$ cat config.mk
export PLATFORM = sky130hd
export DESIGN_NAME = sector_light_color_core
export DESIGN_NICKNAME = d
export VERILOG_FILES = /design/src/design/slc_pkg.sv /design/src/design/sector_light_color_core.sv
export SDC_FILE = /design/constraint.sdc
export NUM_CORES = 2
export LEC_CHECK = 0
export BUFFER_PORTS_ARGS = -buffer_cell sky130_fd_sc_hd__buf_2
export CELL_PAD_IN_SITES_DETAIL_PLACEMENT = 0
export CELL_PAD_IN_SITES_GLOBAL_PLACEMENT = 1
export CORE_ASPECT_RATIO = 1.75
export CORE_UTILIZATION = 40
export DETAILED_ROUTE_END_ITERATION = 7
export PLACE_DENSITY = 0.79
export SYNTH_ARGS = -nofsm -noshare
export SYNTH_HDL_FRONTEND = slang
export SYNTH_SLANG_ARGS = --single-unit
$ cat constraint.sdc
create_clock -name clk_i -period 22.3 [get_ports clk_i]
set_input_delay 4.46 -clock clk_i [delete_from_list [all_inputs] [get_ports clk_i]]
set_output_delay 4.46 -clock clk_i [all_outputs]
set_load 0.01 [all_outputs]
$ cat src/design/slc_pkg.sv
// Shared constants for the sector light colour core.
`timescale 1ns / 1ps
package slc_pkg;

  // Configuration register indexes.
  localparam logic CFG_LIGHT_MODE = 1'b0;
  localparam logic CFG_AMBIENT    = 1'b1;

  // Register widths and reset values.
  localparam int unsigned ModeW = 5;
  localparam int unsigned ByteW = 8;
  localparam logic [ModeW-1:0] LIGHT_MODE_RST = 5'd3;
  localparam logic [ByteW-1:0] AMBIENT_RST    = 8'd20;

  // Lighting modes with special meaning.
  localparam logic [ModeW-1:0] MODE_SOFTWARE = 5'd8;
  localparam logic [ModeW-1:0] MODE_CHANNEL  = 5'd16;

  // Dark ramp: levels below this are darkened.
  localparam logic [ByteW-1:0] RAMP_LIMIT = 8'd192;

  // The ramp numerator is rebased to 39*level - 38 (always positive for a
  // non-zero level); dividing it by 20 and subtracting 180 gives the
  // floored ramp value.
  localparam logic [13:0] RAMP_MUL    = 14'd39;
  localparam logic [13:0] RAMP_SUB    = 14'd38;
  localparam logic [12:0] DIV20_RECIP = 13'd6554;
  localparam int unsigned DIV20_SHIFT = 17;
  localparam logic signed [9:0] RAMP_BIAS = 10'sd180;

  // Division by 255 of a value below 65536 as a reciprocal multiply.
  localparam logic [31:0] DIV255_RECIP = 32'd32897;
  localparam int unsigned DIV255_SHIFT = 23;

  // Item types.
  typedef logic [2:0][ByteW-1:0] rgb_t;
  typedef logic [2:0][15:0]      rgb_wide_t;

endpackage

$ cat src/design/sector_light_color_core.sv
// Sector light level and colour pipeline: top level.
`timescale 1ns / 1ps
// The core turns one lighting request per cycle, while the sink keeps up, into
// an effective light level and an RGB light colour. Every request passes four
// register stages: the first forms the dark ramp numerator, the second divides
// it and applies the ambient floor, relative light and clamp, the third forms
// the colour products, and the fourth divides them by 255 or passes the colour
// through, adds the per-channel relative light in mode 16, and holds the result
// in the output register. A new request can be taken in every cycle while the
// sink is ready. Each stage advances on its own, so a stalled sink only holds
// back stages that are full, and bubbles close up. Configuration writes are
// taken at any time but should only be made while no request is in flight.
module sector_light_color_core (
  input  logic        clk_i,
  input  logic        rst_ni,
  // Configuration write port.
  input  logic        cfg_we_i,
  input  logic        cfg_index_i,
  input  logic [7:0]  cfg_data_i,
  // Request stream.
  input  logic        s_axis_tvalid,
  output logic        s_axis_tready,
  // tdata: light_level[7:0], relative_light[16:8], light_red[24:17],
  // light_green[32:25], light_blue[40:33], blend_factor[48:41], zero[55:49]
  input  logic [55:0] s_axis_tdata,
  // tuser: is_weapon[0], force_color[1]
  input  logic [1:0]  s_axis_tuser,
  // Result stream.
  output logic        m_axis_tvalid,
  input  logic        m_axis_tready,
  // tdata: level_out[7:0], red[15:8], green[23:16], blue[31:24]
  output logic [31:0] m_axis_tdata
);
  import slc_pkg::*;

  // Configuration registers.
  logic [ModeW-1:0] light_mode_q;
  logic [ByteW-1:0] ambient_q;

  always_ff @(posedge clk_i or negedge rst_ni) begin
    if (!rst_ni) begin
      light_mode_q <= LIGHT_MODE_RST;
      ambient_q    <= AMBIENT_RST;
    end else if (cfg_we_i) begin
      case (cfg_index_i)
        CFG_LIGHT_MODE: light_mode_q <= cfg_data_i[ModeW-1:0];
        CFG_AMBIENT:    ambient_q    <= cfg_data_i;
        default:        ambient_q    <= ambient_q;
      endcase
    end
  end

  logic soft_mode;
  logic chan_mode;
  assign chan_mode = (light_mode_q == MODE_CHANNEL);
  assign soft_mode = (light_mode_q == MODE_SOFTWARE) || chan_mode;

  // Stage valid bits and the ready chain back from the sink.
  logic v1_q, v2_q, v3_q, v4_q;
  logic rdy2, rdy3, rdy4;
  assign rdy4          = !v4_q || m_axis_tready;
  assign rdy3          = !v3_q || rdy4;
  assign rdy2          = !v2_q || rdy3;
  assign s_axis_tready = !v1_q || rdy2;

  always_ff @(posedge clk_i or negedge rst_ni) begin
    if (!rst_ni) begin
      v1_q <= 1'b0;
      v2_q <= 1'b0;
      v3_q <= 1'b0;
      v4_q <= 1'b0;
    end else begin
      if (s_axis_tready) v1_q <= s_axis_tvalid;
      if (rdy2)          v2_q <= v1_q;
      if (rdy3)          v3_q <= v2_q;
      if (rdy4)          v4_q <= v3_q;
    end
  end

  // Stage 1: unpack the request and form the rebased ramp numerator.
  logic [7:0]        in_lvl;
  logic [13:0]       ramp_num;
  logic [7:0]        s1_lvl_q;
  logic signed [8:0] s1_rel_q;
  logic              s1_ramp_q;
  logic [12:0]       s1_num_q;
  rgb_t              s1_col_q;
  logic [7:0]        s1_bf_q;
  logic              s1_force_q;

  assign in_lvl   = s_axis_tdata[7:0];
  assign ramp_num = {6'd0, in_lvl} * RAMP_MUL - RAMP_SUB;

  always_ff @(posedge clk_i) begin
    if (s_axis_tready && s_axis_tvalid) begin
      s1_lvl_q    <= in_lvl;
      s1_rel_q    <= $signed(s_axis_tdata[16:8]);
      s1_ramp_q   <= light_mode_q[1] && (in_lvl < RAMP_LIMIT) && !s_axis_tuser[0];
      s1_num_q    <= ramp_num[12:0];
      s1_col_q[0] <= s_axis_tdata[24:17];
      s1_col_q[1] <= s_axis_tdata[32:25];
      s1_col_q[2] <= s_axis_tdata[40:33];
      s1_bf_q     <= s_axis_tdata[48:41];
      s1_force_q  <= s_axis_tuser[1];
    end
  end

  // Stage 2: finish the ramp, apply the ambient floor and relative light.
  logic [25:0]        div20_prod;
  logic [8:0]         ramp_q20;
  logic signed [9:0]  light;
  logic [7:0]         amb;
  logic               lift;
  logic signed [8:0]  rel_adj;
  logic signed [9:0]  base;
  logic signed [10:0] lvl_sum;
  logic [7:0]         level_d;

  assign div20_prod = s1_num_q * DIV20_RECIP;
  assign ramp_q20   = div20_prod[DIV20_SHIFT +: 9];
  assign amb        = (ambient_q == 8'd0) ? 8'd1 : ambient_q;

  always_comb begin
    if (s1_ramp_q) begin
      light = $signed({1'b0, ramp_q20}) - RAMP_BIAS;
    end else begin
      light = $signed({2'b00, s1_lvl_q});
    end
    lift    = (light < $signed({2'b00, amb})) && !soft_mode;
    rel_adj = chan_mode ? 9'sd0 : s1_rel_q;
    // Negative relative light is halved, rounding down, when lifted.
    if (lift && rel_adj[8]) begin
      rel_adj = rel_adj >>> 1;
    end
    base    = lift ? $signed({2'b00, amb}) : light;
    lvl_sum = 11'(base) + 11'(rel_adj);
    if (s1_lvl_q == 8'd0) begin
      level_d = 8'd0;
    end else if (lvl_sum < 0) begin
      level_d = 8'd0;
    end else if (lvl_sum > 11'sd255) begin
      level_d = 8'd255;
    end else begin
      level_d = lvl_sum[7:0];
    end
  end

  logic [7:0]        s2_level_q;
  logic signed [8:0] s2_rel_q;
  rgb_t              s2_col_q;
  logic [7:0]        s2_bf_q;
  logic              s2_pass_q;

  always_ff @(posedge clk_i) begin
    if (rdy2 && v1_q) begin
      s2_level_q <= level_d;
      s2_rel_q   <= s1_rel_q;
      s2_col_q   <= s1_col_q;
      s2_bf_q    <= s1_bf_q;
      s2_pass_q  <= soft_mode && !s1_force_q;
    end
  end

  // Stage 3: scale or blend each channel with the level.
  rgb_wide_t mix_d;
  logic [7:0] inv_bf;
  assign inv_bf = 8'd255 - s2_bf_q;

  always_comb begin
    for (int c = 0; c < 3; c++) begin
      if (s2_bf_q == 8'd0) begin
        mix_d[c] = {8'd0, s2_col_q[c]} * {8'd0, s2_level_q};
      end else begin
        mix_d[c] = {8'd0, s2_level_q} * {8'd0, inv_bf}
                 + {8'd0, s2_col_q[c]} * {8'd0, s2_bf_q};
      end
    end
  end

  rgb_wide_t         s3_mix_q;
  rgb_t              s3_col_q;
  logic [7:0]        s3_level_q;
  logic signed [8:0] s3_rel_q;
  logic              s3_pass_q;

  always_ff @(posedge clk_i) begin
    if (rdy3 && v2_q) begin
      s3_mix_q   <= mix_d;
      s3_col_q   <= s2_col_q;
      s3_level_q <= s2_level_q;
      s3_rel_q   <= s2_rel_q;
      s3_pass_q  <= s2_pass_q;
    end
  end

  // Stage 4: divide by 255 or pass the colour through, then add relative light per channel in mode 16.
  logic [2:0][31:0]        div255_prod;
  rgb_t                    chan;
  logic [2:0][9:0]         chan_sum;
  rgb_t                    rgb_d;

  always_comb begin
    for (int c = 0; c < 3; c++) begin
      div255_prod[c] = {16'd0, s3_mix_q[c]} * DIV255_RECIP;
      chan[c]        = s3_pass_q ? s3_col_q[c] : div255_prod[c][DIV255_SHIFT +: 8];
      chan_sum[c]    = $unsigned($signed({2'b00, chan[c]}) + 10'(s3_rel_q));
      if (!chan_mode) begin
        rgb_d[c] = chan[c];
      end else if (chan_sum[c][9]) begin
        rgb_d[c] = 8'd0;
      end else if (chan_sum[c][8]) begin
        rgb_d[c] = 8'd255;
      end else begin
        rgb_d[c] = chan_sum[c][7:0];
      end
    end
  end

  logic [7:0] out_level_q;
  rgb_t       out_rgb_q;

  always_ff @(posedge clk_i) begin
    if (rdy4 && v3_q) begin
      out_level_q <= s3_level_q;
      out_rgb_q   <= rgb_d;
    end
  end

  assign m_axis_tvalid = v4_q;
  assign m_axis_tdata  = {out_rgb_q[2], out_rgb_q[1], out_rgb_q[0], out_level_q};

  // A ready sink never holds back the request side.
  assert property (@(posedge clk_i) disable iff (!rst_ni)
    m_axis_tready |-> s_axis_tready)
    else $error("request side stalled while sink is ready");

  // An accepted request always lands in the first stage.
  assert property (@(posedge clk_i) disable iff (!rst_ni)
    (s_axis_tvalid && s_axis_tready) |=> v1_q)
    else $error("accepted request lost at stage 1");

  // A full third stage moves into the output register when it has room.
  assert property (@(posedge clk_i) disable iff (!rst_ni)
    (v3_q && rdy4) |=> m_axis_tvalid)
    else $error("stage 3 result lost on its way to the output");

  // A full stage 2 only stalls when stage 3 is full as well.
  assert property (@(posedge clk_i) disable iff (!rst_ni)
    (v2_q && !rdy3) |-> (v3_q && v4_q))
    else $error("stage 2 stalled with room downstream");

endmodule

# --- After elaboration in Yosys (flattened, before gate mapping) ---
# Index checks and enable logic that the tools add are counted.
word_totals:
  regBits: 253
  latchBits: 0
  ramBits: 0
  romBits: 0
  input_bits: 72
  out_inout_bits: 34
  word_cells: 112
  mem_count: 0
classes:
  addsub: 10
  mul: 12
  div: 0
  magnitude_cmp: 4
  n_eq_ne: 2
  n_shift: 0
  mux: 21
  n_bitwise: 1
  reduce_logical: 27
op_table:
  columns: ["operator", "n"]
  rows:
  - ["2-to-1 mux 8 bit", 15]
  - ["multiplier 8 x 8 -> 16 bit", 7]
  - ["multiplier 16 x 16 -> 31 bit (second input constant)", 3]
  - ["adder 16 bit", 3]
  - ["2-to-1 mux 16 bit", 3]
  - ["adder 9 x 9 -> 10 bit", 3]
  - ["multiplier 13 x 12 -> 25 bit (second input constant)", 1]
  - ["logical NOT 8 bit", 3]
  - ["2-to-1 mux 10 bit", 2]
  - ["multiplier 8 x 6 -> 13 bit (second input constant)", 1]
  - ["subtractor 13 x 6 -> 13 bit (second input constant)", 1]
  - ["adder 10 x 9 -> 11 bit", 1]
  - ["greater-than comparator 11 x 9 -> 1 bit (second input constant)", 1]
  - ["less-than comparator 11 x 1 -> 1 bit (second input constant)", 1]
  - ["less-than comparator 10 x 9 -> 1 bit", 1]
  - ["subtractor 9 x 8 -> 10 bit (second input constant)", 1]
  - ["logical AND 1 bit", 9]
  - ["2-to-1 mux 9 bit", 1]
  - ["less-than comparator 8 bit (second input constant)", 1]
  - ["subtractor 8 bit (first input constant)", 1]
  - ["logical NOT 1 bit", 7]
  - ["equality test 5 x 4 -> 1 bit (second input constant)", 1]
  - ["equality test 5 bit (second input constant)", 1]
  - ["logical OR 1 bit", 5]
  - ["other kinds (3)", 4]

# --- Logic depth before layout (Yosys ltp) ---
logic_depth:
  word_depth: 10
  ltp_mapped: 43
  depth_no_buf: 43

# --- Worst setup path before layout ---
# Ideal clock, no wire load.
synth_timing:
  path_type: "flip-flop to flip-flop"
  from: "reg s1_num_q[4]"
  to: "reg s2_level_q[0], data pin"
  setup_time_ps: 254
  arrival_time_ps: 9109
  required_ps: 22046
  slack_ps: 12937
  stages_incl_launch_ff: 43
  n_path_buf: 0
  synth_period_minus_slack_ps: 9363
  cell_sequence: "edfxtp_1 > ha_1 > fa_1 > inv_1 > fa_1 > inv_1 > fa_1 > inv_1 > fa_1 > inv_1 > ha_1 > and3_1 > nand4_1 > a221o_2 > a21oi_1 > nor2_1 > xor2_1 > ha_1 > [7 not listed] > o21ai_0 > a41o_1 > o311ai_0 > a21oi_1 > a311oi_4 > mux2_2 > ha_1 > fa_1 > a21o_1 > a21oi_1 > o21bai_1 > a21oi_1 > o21bai_1 > a21oi_1 > nand2b_1 > a31oi_1 > o221a_2 > a21o_1"
synth_via:
  elab_chain_cells: 10
  elab_cells_between_ends: 13
  cone_classes: "2 x add/sub; 1 x mul; 3 x order compare; 4 x mux; 3 x reduce/logical"
synth_lines:
  columns: ["item", "line", "text"]
  rows:
  - ["start, declared", "sector_light_color_core.sv:86", "logic [12:0] s1_num_q;"]
  - ["start signal, assigned", "sector_light_color_core.sv:99", "s1_num_q <= ramp_num[12:0];"]
  - ["multiplier 13 x 12 -> 25 bit (*)", "sector_light_color_core.sv:119", "assign div20_prod = s1_num_q * DIV20_RECIP;"]
  - ["subtractor 9 x 8 -> 10 bit (*)", "sector_light_color_core.sv:125", "light = $signed({1'b0, ramp_q20}) - RAMP_BIAS;"]
  - ["2-to-1 mux 10 bit (*)", "sector_light_color_core.sv:124", "if (s1_ramp_q) begin"]
  - ["less-than comparator 10 x 9 -> 1 bit", "sector_light_color_core.sv:129", "lift = (light < $signed({2'b00, amb})) && !soft_mode;"]
  - ["logical AND 1 bit", "sector_light_color_core.sv:129", null]
  - ["logical AND 1 bit", "sector_light_color_core.sv:132", "if (lift && rel_adj[8]) begin"]
  - ["2-to-1 mux 8 bit", "sector_light_color_core.sv:132", null]
  - ["adder 10 x 9 -> 11 bit (*)", "sector_light_color_core.sv:136", "lvl_sum = 11'(base) + 11'(rel_adj);"]
  - ["greater-than comparator 11 x 9 -> 1 bit or less-than comparator 11 x 1 -> 1 bit (tied branches)", "sector_light_color_core.sv:141, sector_light_color_core.sv:139", null]
  - ["2-to-1 mux 8 bit or OR reduction 2 bit (tied branches)", null, null]
  - ["end signal, assigned", "sector_light_color_core.sv:156", "s2_level_q <= level_d;"]
  - ["end, declared", "sector_light_color_core.sv:148", "logic [7:0] s2_level_q;"]
# Mark *: on every way between the ends. The rest lies on a longest branch, timed or not.
# A chain may end at the register's enable or synchronous reset.

# --- Final worst setup path ---
layout_timing:
  from: "reg s1_num_q[5]"
  to: "reg s2_level_q[5], data pin"
# Same word-level chain as after synthesis.

==> impl_metrics.csv <==
group,metric,value,unit
drt,totalWireLength,75.41,mm
cells_and_area,final_layout_size_suffix_gt1_frac,0.06867,
placement,place.gp.congestion,0.8419,
yosys,netlist_area,0.03320,sq mm
cells_and_area,fill_cells,8000,
worst_hold_path,min-delay-start,"s1_bf_q[5]",
grt,grt_pass1_wl,121.8,mm
yosys,synth_most_common_cell,"ha_1",
setup_path,cp.arrival,11260,ps
clocking,cts_sinks,252,
clocking,htreeDepth,1,
clocking,root_buffer,"clkbuf_16",
grt,use_met1,0.1954,
setup_path,critPathLaunchType,"flip-flop",
yosys,ys_ff_latch,252,
clocking,path_clk_slew,70,ps
yosys,ys_warn_count,0,
grt,antenna_found_initial,2,
setup_path,r2r_start,"s1_num_q[5]",
floorplan,die_h,383.1,microns
clocking,cts_made_buffers,27,
grt,use_met2,0.3605,
yosys,synth_top_area_frac,0.2276,
setup_path,cp_max_fo,13,
outcome,violations,"design-rule violations",
yosys,synth_top_cell_by_area,"ha_1",
grt,grt_usage,0.1857,
drt,firstDrtPassIters,7,
grt,met3_usage,0.01617,
sta,rsz0062_at_grt,"false",
floorplan,start_util,0.4044,
placement,port_buffers,98,
setup_path,critical_path.startpoint,"s1_num_q[5]",
cells_and_area,areaGrowthSynthToFinish,7.911,%
yosys,avgSynthCellArea,10.12,sq um
floorplan,die_x,219.8,microns
worst_hold_path,hold_class,"reg -> reg",
drt,viasPerCell,5.104,
yosys,synthTopCellsByCount,"ha_1, inv_1, fa_1",
floorplan,io-pin-count,106,
yosys,synthArstFlopShare,0.06746,
drt,vias,22560,
outcome,status,"finished, violations left",
grt,grt_max_degree,64,
yosys,seq_area_frac_synth,0.2255,
sta,drv_slew,0,
placement,dp_hpwl,60.98,mm
sta,slew_headroom,0.2895,
sta,fin_crit_sh,0.4882,
sta,setup_viol,0,
drt,drtAntennaViolNets,0,
sta,fmax,91.85,MHz
clocking,postCtsSetupRepairBufs,0,
drt,drc_errors,12,
clocking,cts_tree,"done",
yosys,synthCells,3279,
sta,skew,18.45,ps
grt,grt_pass1_vias,23830,
clocking,postCtsHoldBufs,0,
yosys,synth_area_leaders,"ha_1, fa_1, edfxtp_1, inv_1, and2_1",
floorplan,coreArea,0.08209,sq mm
setup_path,cp_slowest_stage_delay,700,ps
floorplan,rows,139,
sta,worst_pin_slew,1062,ps
clocking,insertion_delay,610,ps
yosys,synth_edf_count,235,
grt,overflow,0,
yosys,synth_flop_cell,"edfxtp_1",
grt,top_usage_layer,"met2",
clocking,cts_buffer_depth,3,
setup_path,worst_ep_required_time,22670,ps
setup_path,crit_slowest_cell,"a311oi_4",
sta,min_period,10890,ps
sta,setup_tns,0,ps
setup_path,path_class,"reg -> reg",
sta,hold_viol_final,0,
run,maxCapViolCount,0,
setup_path,end_kind,"flip-flop",
yosys,synth.distinct_cells,76,
drt,drt_iter0_markers,752,
drt,wl_per_cell,17.06,microns
cells_and_area,diodes,0,
floorplan,die_area,0.08420,sq mm
cells_and_area,num-nets-final,4373,
clocking,ctsResizeCount,0,
==> sequential cells by signal (all words and copies together) (netlist names), 5 cells and up <==
signal and cells:
s1_lvl_q 8, light_mode_q 5, s3_rel_q 9, s2_bf_q 8, s1_num_q 12, s1_rel_q 9, ambient_q 8, out_level_q 8
m_axis_tdata 24, s1_bf_q 8, s1_col_q 24, s2_rel_q 9, s3_level_q 8, s3_col_q 24, s2_level_q 8, s2_col_q 24
s3_mix_q 48
==> final cells by class <==
| class | count | area [sq um] | share of cell area |
|---|---|---|---|
| repair buffers | 126 | 700.7 | 0.01956 |
| clock inverters | 20 | 254.0 | 0.007090 |
| clock buffers | 30 | 686.9 | 0.01917 |
| inverters | 566 | 2125 | 0.05930 |
| well taps | 1057 | 1323 | 0.03692 |
| multi-input cells | 2370 | 23250 | 0.6490 |
| flip-flops and latches | 252 | 7487 | 0.2090 |
==> routing by layer <==
metal	wire length, microns	vias up
met5	13	-
met4	3968	2
met3	1938	142
met2	41440	279
met1	28050	11230
li1	-	10910
==> worst paths after layout <==
path / to / cells after the start / slack (ps)
worst max-delay path: s2_level_q[5] / 37 / 11410
worst min-delay path: s2_bf_q[5] / 0 / 420
worst max register to register: s2_level_q[5] / 37 / 11410
worst min register to register: s2_bf_q[5] / 0 / 420
max in group asynchronous: ambient_q[2] / 1 / 18220
min in group asynchronous: m_axis_tvalid / 1 / 3760
==> placed cells by master (no fill, tap or decap), drive strengths merged, types with 56 or more instances in the layout <==
cell type / n
and2: 200
ha: 604
xnor2: 91
inv: 569
o21ai: 101
edfxtp: 235
a21oi: 118
nand2: 282
nor2b: 56
nor2: 110
fa: 354
buf: 126
==> logic make-up (layout without fill, tap and decap cells) <==
family | after synthesis | after routing | synth area share
AND/OR/NAND/NOR | 789 | 789 | 0.1191
other | 1 | 3 | 0.0001130
buffers and inverters | 659 | 742 | 0.07485
multiplexers | 51 | 51 | 0.01696
flip-flops | 252 | 252 | 0.2255
adder cells (fa/ha/maj) | 958 | 958 | 0.4411
AO/OA/AOI/OAI | 423 | 423 | 0.08299
XOR/XNOR | 146 | 146 | 0.03935
==> stage by stage <==
stage | setup slack, ps | instances | hold WS [ps] | util | area, sq um
final | 11410 | 4421 | 418.6 | 0.4364 | 35830
after global routing | 10650 | 4421 | 425.7 | 0.4364 | 35830
after floorplan | 12940 | 3281 | 400.3 | - | 33210
after detailed placement | 11380 | 4371 | 404.5 | 0.4250 | 34880
after CTS | 11370 | 4421 | 420.5 | 0.4364 | 35830
after global placement | 11560 | 4371 | 402.7 | 0.4250 | 34880
==> critical path, delay by kind of cell (launching register included) <==
kind            cells  cell delay [ps]
compound gates     20             5240
fa+ha+maj           9             3620
mux                 2              740
flops               1              500
buf+inv             4              190
simple gates        1              180
xor+xnor            1              170
Power is left out: the tool's default activity adds up to more than one toggle a clock period on the data nets, which glitch-free logic cannot reach.
